===== src/background_range_pixel_update_defines.svh =====
// assertion helpers for the top-level rtl file
`ifndef BACKGROUND_RANGE_PIXEL_UPDATE_DEFINES_SVH
`define BACKGROUND_RANGE_PIXEL_UPDATE_DEFINES_SVH

// same-cycle implication, checked outside reset
`define BRPU_ASSERT_NOW(label, ante, cons, msg) \
  label: assert property (@(posedge clk) disable iff (!rst_n) (ante) |-> (cons)) \
    else $error(msg);

// next-cycle implication, checked outside reset
`define BRPU_ASSERT_NEXT(label, ante, cons, msg) \
  label: assert property (@(posedge clk) disable iff (!rst_n) (ante) |=> (cons)) \
    else $error(msg);

`endif


===== src/brpu_pkg.sv =====
package brpu_pkg;

  localparam int unsigned PIX_W   = 8;
  localparam int unsigned CFG_W   = 8;
  localparam int unsigned CFG_IDX_W = 2;

  localparam logic [PIX_W-1:0] K8_ONE     = 8'h01;
  localparam logic [PIX_W-1:0] K_ZERO     = 8'h00;
  localparam logic [PIX_W-1:0] K_ALL_ONES = 8'hFF;

  typedef enum logic [2:0] {
    MODE_GROW_SLOW    = 3'd0,
    MODE_GROW_FAST    = 3'd1,
    MODE_COUNT        = 3'd2,
    MODE_ADJUST       = 3'd3,
    MODE_ADJUST_GATED = 3'd4,
    MODE_SHIFT        = 3'd5,
    MODE_SHIFT_GATED  = 3'd6,
    MODE_LABEL        = 3'd7
  } mode_t;

  localparam logic [CFG_IDX_W-1:0] REG_UPDATE_MODE     = 2'd0;
  localparam logic [CFG_IDX_W-1:0] REG_COUNT_THRESHOLD = 2'd1;
  localparam logic [CFG_IDX_W-1:0] REG_LABEL_MATCH     = 2'd2;
  localparam logic [CFG_IDX_W-1:0] REG_LABEL_FILL      = 2'd3;

  typedef struct packed {
    mode_t            update_mode;
    logic [PIX_W-1:0] count_threshold;
    logic [PIX_W-1:0] label_match;
    logic [PIX_W-1:0] label_fill;
  } cfg_t;

  typedef struct packed {
    logic [PIX_W-1:0] pixel;
    logic [PIX_W-1:0] lo_in;
    logic [PIX_W-1:0] hi_in;
    logic [PIX_W-1:0] lo_count_in;
    logic [PIX_W-1:0] hi_count_in;
    logic [PIX_W-1:0] gate;
    logic [PIX_W-1:0] label_in;
  } in_t;

  typedef struct packed {
    logic [PIX_W-1:0] lo_out;
    logic [PIX_W-1:0] hi_out;
    logic [PIX_W-1:0] lo_count_out;
    logic [PIX_W-1:0] hi_count_out;
    logic [PIX_W-1:0] label_out;
  } out_t;

  function automatic logic [PIX_W-1:0] add_sat(input logic [PIX_W-1:0] a,
                                               input logic [PIX_W-1:0] b);
    logic [PIX_W:0] s;
    s = {1'b0, a} + {1'b0, b};
    return s[PIX_W] ? K_ALL_ONES : s[PIX_W-1:0];
  endfunction

  function automatic logic [PIX_W-1:0] sub_sat(input logic [PIX_W-1:0] a,
                                               input logic [PIX_W-1:0] b);
    return (a > b) ? (a - b) : K_ZERO;
  endfunction

endpackage


===== src/brpu_cfg.sv =====
module brpu_cfg (
  input  logic                          clk,
  input  logic                          rst_n,
  input  logic                          cfg_we,
  input  logic [brpu_pkg::CFG_IDX_W-1:0] cfg_index,
  input  logic [brpu_pkg::CFG_W-1:0]     cfg_wdata,
  output brpu_pkg::cfg_t                cfg
);
  import brpu_pkg::*;

  cfg_t cfg_r;

  always_ff @(posedge clk) begin
    if (!rst_n) begin
      cfg_r.update_mode     <= MODE_GROW_SLOW;
      cfg_r.count_threshold <= K_ZERO;
      cfg_r.label_match     <= K_ZERO;
      cfg_r.label_fill      <= K_ZERO;
    end else if (cfg_we) begin
      unique case (cfg_index)
        REG_UPDATE_MODE:     cfg_r.update_mode     <= mode_t'(cfg_wdata[2:0]);
        REG_COUNT_THRESHOLD: cfg_r.count_threshold <= cfg_wdata;
        REG_LABEL_MATCH:     cfg_r.label_match     <= cfg_wdata;
        REG_LABEL_FILL:      cfg_r.label_fill      <= cfg_wdata;
        default: ;
      endcase
    end
  end

  assign cfg = cfg_r;

endmodule


===== src/brpu_update.sv =====
module brpu_update (
  input  brpu_pkg::cfg_t cfg,
  input  brpu_pkg::in_t  din,
  output brpu_pkg::out_t dout
);
  import brpu_pkg::*;

  logic             g;
  logic [PIX_W-1:0] m;
  logic [PIX_W-1:0] add_v;
  logic [PIX_W-1:0] sub_v;
  logic [PIX_W-1:0] t;
  logic             below;
  logic             above;

  assign t     = cfg.count_threshold;
  assign below = din.pixel < din.lo_in;
  assign above = din.pixel > din.hi_in;
  assign g     = (cfg.update_mode == MODE_ADJUST) ? 1'b1 : din.gate[0];
  assign m     = (cfg.update_mode == MODE_SHIFT) ? K_ALL_ONES : din.gate;
  assign add_v = m & sub_sat(din.pixel, din.hi_in);
  assign sub_v = m & sub_sat(din.lo_in, din.pixel);

  always_comb begin
    dout.lo_out       = din.lo_in;
    dout.hi_out       = din.hi_in;
    dout.lo_count_out = din.lo_count_in;
    dout.hi_count_out = din.hi_count_in;
    dout.label_out    = din.label_in;
    unique case (cfg.update_mode)
      MODE_GROW_SLOW: begin
        dout.hi_out = add_sat(din.hi_in, above ? K8_ONE : K_ZERO);
        dout.lo_out = sub_sat(din.lo_in, below ? K8_ONE : K_ZERO);
      end
      MODE_GROW_FAST: begin
        if (below) dout.lo_out = din.pixel;
        if (above) dout.hi_out = din.pixel;
      end
      MODE_COUNT: begin
        dout.lo_count_out = add_sat(din.lo_count_in, below ? K8_ONE : K_ZERO);
        dout.hi_count_out = add_sat(din.hi_count_in, above ? K8_ONE : K_ZERO);
      end
      MODE_ADJUST, MODE_ADJUST_GATED: begin
        // add first, then subtract, both saturating
        dout.lo_out = sub_sat(
          add_sat(din.lo_in, (g && din.lo_count_in < t) ? K8_ONE : K_ZERO),
          (g && din.lo_count_in > t) ? K8_ONE : K_ZERO);
        dout.hi_out = sub_sat(
          add_sat(din.hi_in, (g && din.hi_count_in > t) ? K8_ONE : K_ZERO),
          (g && din.hi_count_in < t) ? K8_ONE : K_ZERO);
        dout.lo_count_out = K_ZERO;
        dout.hi_count_out = K_ZERO;
      end
      MODE_SHIFT, MODE_SHIFT_GATED: begin
        dout.lo_out = sub_sat(add_sat(din.lo_in, add_v), sub_v);
        dout.hi_out = sub_sat(add_sat(din.hi_in, add_v), sub_v);
      end
      MODE_LABEL: begin
        if (din.pixel == cfg.label_match) dout.label_out = cfg.label_fill;
      end
      default: ;
    endcase
  end

endmodule


===== src/background_range_pixel_update.sv =====
// Min/max background model update, one pixel per clock. Each transfer on the
// input channel carries a pixel with its stored bounds, counters, gate and
// label; the mode register picks the update. A pixel is captured in an input
// register, updated by one pass of saturating 8-bit logic and held in the
// result register; the sustained rate is one pixel per cycle whenever the
// output is not stalled. Configuration registers must only be written while
// no pixel is in flight.
`include "background_range_pixel_update_defines.svh"

module background_range_pixel_update (
  input  logic                           clk,
  input  logic                           rst_n,
  input  logic                           cfg_we,
  input  logic [brpu_pkg::CFG_IDX_W-1:0] cfg_index,
  input  logic [brpu_pkg::CFG_W-1:0]     cfg_wdata,
  input  logic                           in_valid,
  output logic                           in_stall,
  input  brpu_pkg::in_t                  in_data,
  output logic                           out_valid,
  input  logic                           out_stall,
  output brpu_pkg::out_t                 out_data
);
  import brpu_pkg::*;

  cfg_t cfg;
  in_t  in_data_r;
  logic in_valid_r;
  out_t upd;
  out_t out_data_r;
  logic out_valid_r;
  logic out_free;
  logic in_xfer;

  brpu_cfg u_cfg (
    .clk       (clk),
    .rst_n     (rst_n),
    .cfg_we    (cfg_we),
    .cfg_index (cfg_index),
    .cfg_wdata (cfg_wdata),
    .cfg       (cfg)
  );

  brpu_update u_update (
    .cfg  (cfg),
    .din  (in_data_r),
    .dout (upd)
  );

  // result register can take a new value when empty or being drained
  assign out_free = !out_valid_r || !out_stall;
  assign in_stall = in_valid_r && !out_free;
  assign in_xfer  = in_valid && !in_stall;

  always_ff @(posedge clk) begin
    if (!rst_n) begin
      in_valid_r  <= 1'b0;
      out_valid_r <= 1'b0;
    end else begin
      if (out_free) out_valid_r <= in_valid_r;
      if (!in_stall) in_valid_r <= in_valid;
    end
  end

  always_ff @(posedge clk) begin
    if (in_xfer) in_data_r <= in_data;
    if (out_free && in_valid_r) out_data_r <= upd;
  end

  assign out_valid = out_valid_r;
  assign out_data  = out_data_r;

  `BRPU_ASSERT_NOW(a_stall_when_full, in_valid_r && out_valid_r && out_stall, in_stall,
    "input must stall when both stages are full")
  `BRPU_ASSERT_NEXT(a_capture, in_xfer, in_valid_r,
    "accepted pixel not captured")
  `BRPU_ASSERT_NEXT(a_no_repeat, out_valid_r && !out_stall && !in_valid_r, !out_valid_r,
    "result repeated after transfer")
  `BRPU_ASSERT_NEXT(a_adjust_clears,
    in_valid_r && out_free &&
    (cfg.update_mode == MODE_ADJUST || cfg.update_mode == MODE_ADJUST_GATED),
    out_data_r.lo_count_out == K_ZERO && out_data_r.hi_count_out == K_ZERO,
    "adjust did not clear counters")

endmodule


===== config.mk =====
export PLATFORM = sky130hd
export DESIGN_NAME = background_range_pixel_update
export DESIGN_NICKNAME = d
export VERILOG_FILES = /design/src/brpu_pkg.sv /design/src/brpu_cfg.sv /design/src/brpu_update.sv /design/src/background_range_pixel_update.sv
export VERILOG_INCLUDE_DIRS = /design/src /design/src/src
export SDC_FILE = /design/constraint.sdc
export NUM_CORES = 1
export LEC_CHECK = 0
export ABC_AREA = 1
export ABC_CLOCK_PERIOD_IN_PS = 4700
export BUFFER_PORTS_ARGS = -buffer_cell sky130_fd_sc_hd__buf_4
export CAP_MARGIN = 20
export CELL_PAD_IN_SITES_DETAIL_PLACEMENT = 1
export CELL_PAD_IN_SITES_GLOBAL_PLACEMENT = 1
export CORE_AREA = 3 3 156 158
export DETAILED_ROUTE_END_ITERATION = 7
export DIE_AREA = 0 0 159 161
export PLACE_DENSITY = 0.89
export SKIP_CTS_REPAIR_TIMING = 1
export SYNTH_ARGS = -nofsm -noshare
export SYNTH_HDL_FRONTEND = slang
export SYNTH_SLANG_ARGS = --single-unit

===== constraint.sdc =====
create_clock -name clk -period 4.7 [get_ports clk]
set_clock_uncertainty 0.15 [all_clocks]
set_input_delay 0.235 -clock clk [delete_from_list [all_inputs] [get_ports clk]]
set_output_delay 0.235 -clock clk [all_outputs]
set_load 0.01 [all_outputs]

* Word level (Yosys, flattened, before mapping) *
Cells that the tools add are included.

storage, ports and cells
  bits of input ports = 71
  word-level logic and storage cells = 105
  output and inout bits = 42
  bits in registers = 125

operators by class
  $add $sub $neg = 14
  bitwise operators = 2
  order comparisons = 12
  mux-type cells = 28
  equal/unequal tests = 11
  reduce and logical (&&, ||, !) cells = 20

operators by type and width
  operator              count
  $mux W8               19
  $gt A8 B8 Y1          9
  $pmux W16 S4          1
  $add A8 B8 Y9         7
  $sub A8 B8 Y8         7
  $pmux W16 S2          1
  $lt A8 B8 Y1          3
  $and A8 B8 Y8         2
  $eq A3 B3 Y1 const B  4
  $eq A8 B8 Y1          1
  $reduce_and A2 Y1     4
  $logic_and A1 B1 Y1   7
  $mux W1               7
  $eq A3 B2 Y1 const B  2
  $eq A2 B2 Y1 const B  2
  $logic_not A1 Y1      4
  $reduce_or A2 Y1      2
  $eq A3 B1 Y1 const B  1
  $logic_not A3 Y1      1
  $eq A2 B1 Y1 const B  1
  $logic_not A2 Y1      1
  $logic_or A1 B1 Y1    1

* Depth between registers and ports, before layout *
  depth after elaboration = 9
  mapped depth = 32
  depth with buffers taken out = 32

* Cells and area by module *
Synthesis repeated with hierarchy kept, for this count alone.

unflattened totals
  cells, all modules = 1240
  area, all modules = 9552.9 um^2

modules (own cells, without submodules)
  module                         area an instance (um^2)  cells an instance  seq. area each (um^2)  instances
  brpu_update                    5396.4                   956                0.0                    1
  background_range_pixel_update  2977.9                   109                2922.8                 1
  brpu_cfg                       1178.6                   175                540.5                  1

* Worst setup path before layout *
Ideal clock, no wire load.

  path kind = register to register
  start point = register in_data_r[32] (netlist bit)
  end point = register out_data_r (netlist bit out_data[29]), data pin
  arrival = 4.246 ns
  setup time = 0.265 ns
  required time = 4.285 ns
  path slack = 0.039 ns
  stages on the path, launching flop included = 30
  clock period less this slack = 4.661 ns
  buffers on the path = 1
  cell sequence = edfxtp_1 ha_1 fa_1 inv_1 nand3_1 nand2_1 nand2_1 nand2_2 nand2_2 buf_2 a211oi_1 ha_1 a21o_1 a21oi_1 nor2_1 nor2_1 nand2_4 inv_4 nand3_2 ha_1 nand2_1 nor2_1 nor2_1 o21ai_0 nand2_1 nand2_1 a21oi_1 nor2_2 nand2_1 nand4_1

RTL lines
  what                    line                                 RTL
  start, declared         background_range_pixel_update.sv:26  in_t in_data_r;
  start signal, assigned  background_range_pixel_update.sv:65  if (in_xfer) in_data_r <= in_data;
  end signal, assigned    background_range_pixel_update.sv:66  if (out_free && in_valid_r) out_data_r <= upd;
  end, declared           background_range_pixel_update.sv:29  out_t out_data_r;

==> results.cfg <==
[run_status]
status = finished, violations left
violations = negative hold slack, negative setup slack

[sta]
finalSetupViolations = 19
hold_violations = 1
drv_slew = 0
worst_pin_slew_ps = 1109
fin_crit_ps = 4927
fmax_mhz = 203.0
relSlewSlack_pct = 25.80
rsz0062_at_grt = yes
fin_crit_sh_pct = 104.8
worst_slack_ps = -227.2
whs_ps = -20.42

[clocking]
clk_pin_slew_ps = 70
insertion_delay_ps = 440
cts_root_buf = clkbuf_16
cts_sinks = 125
htree_levels = 4
clockBufferDepth = 2
cts_tree = built
cts_buffers = 17

[global_routing]
grt_pass1_wl_um = 52440
antenna_found_initial = 1
overflow = 0
grt_max_degree = 41
track_usage_pct = 25.97
grt_pass1_vias = 9822

[critical_path]
critPathMaxFanout = 11
critPathKind = reg -> reg
reg2regPathDepth = 21
startpoint = in_data_r[55]
startpoint_type = flop
r2r_start = in_data_r[55]
rrSetupSlack_ps = -230
r2r-end = out_data[25]
critPathRequiredTime_ps = 4720
end_kind = flop
worstPathArrival_ps = 4940
crit_end = out_data[25]

[power_and_ir_drop]
p_per_area_mw_per_mm2 = 335.9
ir_worst_vdd_uv = 282.0
leakage_uw = 0.005625

[synth]
syn_area_mm2 = 0.009231
syn_nets = 1312
netlist_instances = 1157
yosysWarnings = 0
synth_most_common_cell = nand2_1
synthArstFlopShare_pct = 0
synth_edf_count = 96
synth_cell_types = 54
ys_ff_latch = 125
synth_common_cells = nand2_1, inv_1, edfxtp_1
synth_seq_area_share_pct = 37.52
synth_top_area_cell = edfxtp_1
synth_ff_type = edfxtp_1
avgSynthCellArea_um2 = 7.979
synth.area.top_cells = edfxtp_1, ha_1, nand2_1
synth_top_area_share_pct = 31.23

[detailed_routing]
post_drt_wl_per_cell_um = 24.59
dr.pass1.iters = 6
drt-vias-per-instance = 5.978
drt_iter0_markers = 1222
ant_nets = 0
vias = 10384
drt_drc_violations_left = 0
wirelength_um = 42710

[layout]
drive_gt1_share_pct = 26.04
fin_util_pct = 54.38
fin_nets = 1559
areaGrowthSynthToFinish_pct = 37.04

[placement]
dp_hpwl_um = 24640
gp_congestion = 0.9303
io_buffers = 112

[hold_path]
whs_path_depth = 3
min-delay-path-class = in -> reg

[die]
dieArea_mm2 = 0.02560
io_pins = 113
die_h_um = 161
initial_utilization_pct = 39.68
core_area_mm2 = 0.02326
fp-row-count = 56
die_w_um = 159

[flow_run]
maxCapViolCount = 0
==> cell usage in the layout, fill, tap and decap left out, types with 5 or more instances in the layout <==
| master | count |
|---|---|
| nand3_1 | 66 |
| o21ai_1 | 7 |
| nand2_4 | 5 |
| nand3_2 | 15 |
| buf_4 | 179 |
| inv_2 | 13 |
| o211ai_1 | 5 |
| nand2_2 | 21 |
| a21oi_2 | 12 |
| o21ai_2 | 6 |
| o21ai_0 | 83 |
| dlygate4sd3_1 | 65 |
| dfxtp_1 | 29 |
| nor2_4 | 5 |
| nor3_1 | 14 |
| xor2_1 | 33 |
| a21oi_1 | 65 |
| edfxtp_1 | 96 |
| nor2_2 | 19 |
| clkbuf_16 | 17 |
| xnor2_1 | 9 |
| ha_4 | 12 |
| nand4_1 | 31 |
| nor2_1 | 78 |
| inv_1 | 156 |
| nand3b_1 | 6 |
| ha_1 | 61 |
| or2_2 | 8 |
| ha_2 | 7 |
| a21oi_4 | 5 |
| nand2_1 | 222 |
==> registers in the layout, indices dropped and copies added (netlist names) <==
name	flops
in_data_r	56
in_valid_r	1
out_data	40
out_valid	1
u_cfg.cfg	27
==> layout make-up <==
type	count	area, µm²
fillers	2780	10610
well taps	319	399.1
clock buffers	19	452.9
flip-flops and latches	125	3463
multi-input cells	842	5498
inverters	172	653.1
repair buffers	246	2021
diodes	1	2.502
clock inverters	13	161.4
==> critical path, stage by stage, from the launching register on <==
cell      delay [ps]
edfxtp_1         560
buf_4            190
inv_1            120
ha_1             420
inv_1             70
nor3_2           260
nand2_1          130
nand3_2          200
nand2_1          150
buf_4            220
nor3_1           600
ha_2             380
fa_2             250
nor2_2            50
nor2_2           150
o21ai_2           70
nand2_1           80
nand2_1           80
a21oi_2          200
nor2_4           100
nand2_1           90
nand4_1          120
==> worst min path at each step <==
stage / start / to / slack, ps
2_1_floorplan: in_data[0] / in_data_r[0] / 180
3_3_place_gp: in_data[55] / in_data_r[55] / 260
3_5_place_dp: in_data[40] / in_data_r[40] / 260
4_1_cts: in_data[44] / in_data_r[44] / -190
5_1_grt: cfg_wdata[5] / u_cfg.cfg[5] / -20
6_report: cfg_wdata[5] / u_cfg.cfg[5] / -20
==> per-stage QoR <==
step	setup TNS, ps	area [µm²]	total power (µW)	std cells	setup slack, ps
2_1_floorplan	0	9231	2038	1157	38.79
3_3_place_gp	0	10770	2382	1621	91.88
3_5_place_dp	-933.3	10770	2433	1621	-147.6
4_1_cts	-2914	11390	3867	1653	-299.2
5_1_grt	-5059	12650	4394	1736	-396.1
6_report	-2058	12650	4249	1737	-227.2
==> kinds of logic (layout without fill, tap and decap cells) <==
group           Yosys count  in the layout  share of synthesized area [%]
compound gates          207            207                          12.51
xor+xnor                 42             42                          3.985
fa+ha+maj                84             84                          11.71
buf+inv                 190            450                          8.024
flops                   125            125                          37.52
other cells               0              1                              0
simple gates            509            509                          26.25
==> metal layers <==
layer / GRT usage, % / share of wire (%) / vias up
met5: 0 / 0 / -
met4: 13.33 / 7.3 / 0
met3: 5.309 / 8.8 / 270
met2: 44.09 / 47 / 756
met1: 31.34 / 37 / 4940
li1: - / - / 4418
==> power breakdown <==
| part | leakage, µW | switching [µW] | internal (µW) |
|---|---|---|---|
| sequential | 0.00116 | 49.2 | 1270 |
| combinational | 0.00417 | 895 | 575 |
| clock | 0.000293 | 592 | 864 |
| total | 0.00563 | 1540 | 2710 |
Power figures use the tool's default switching activity.
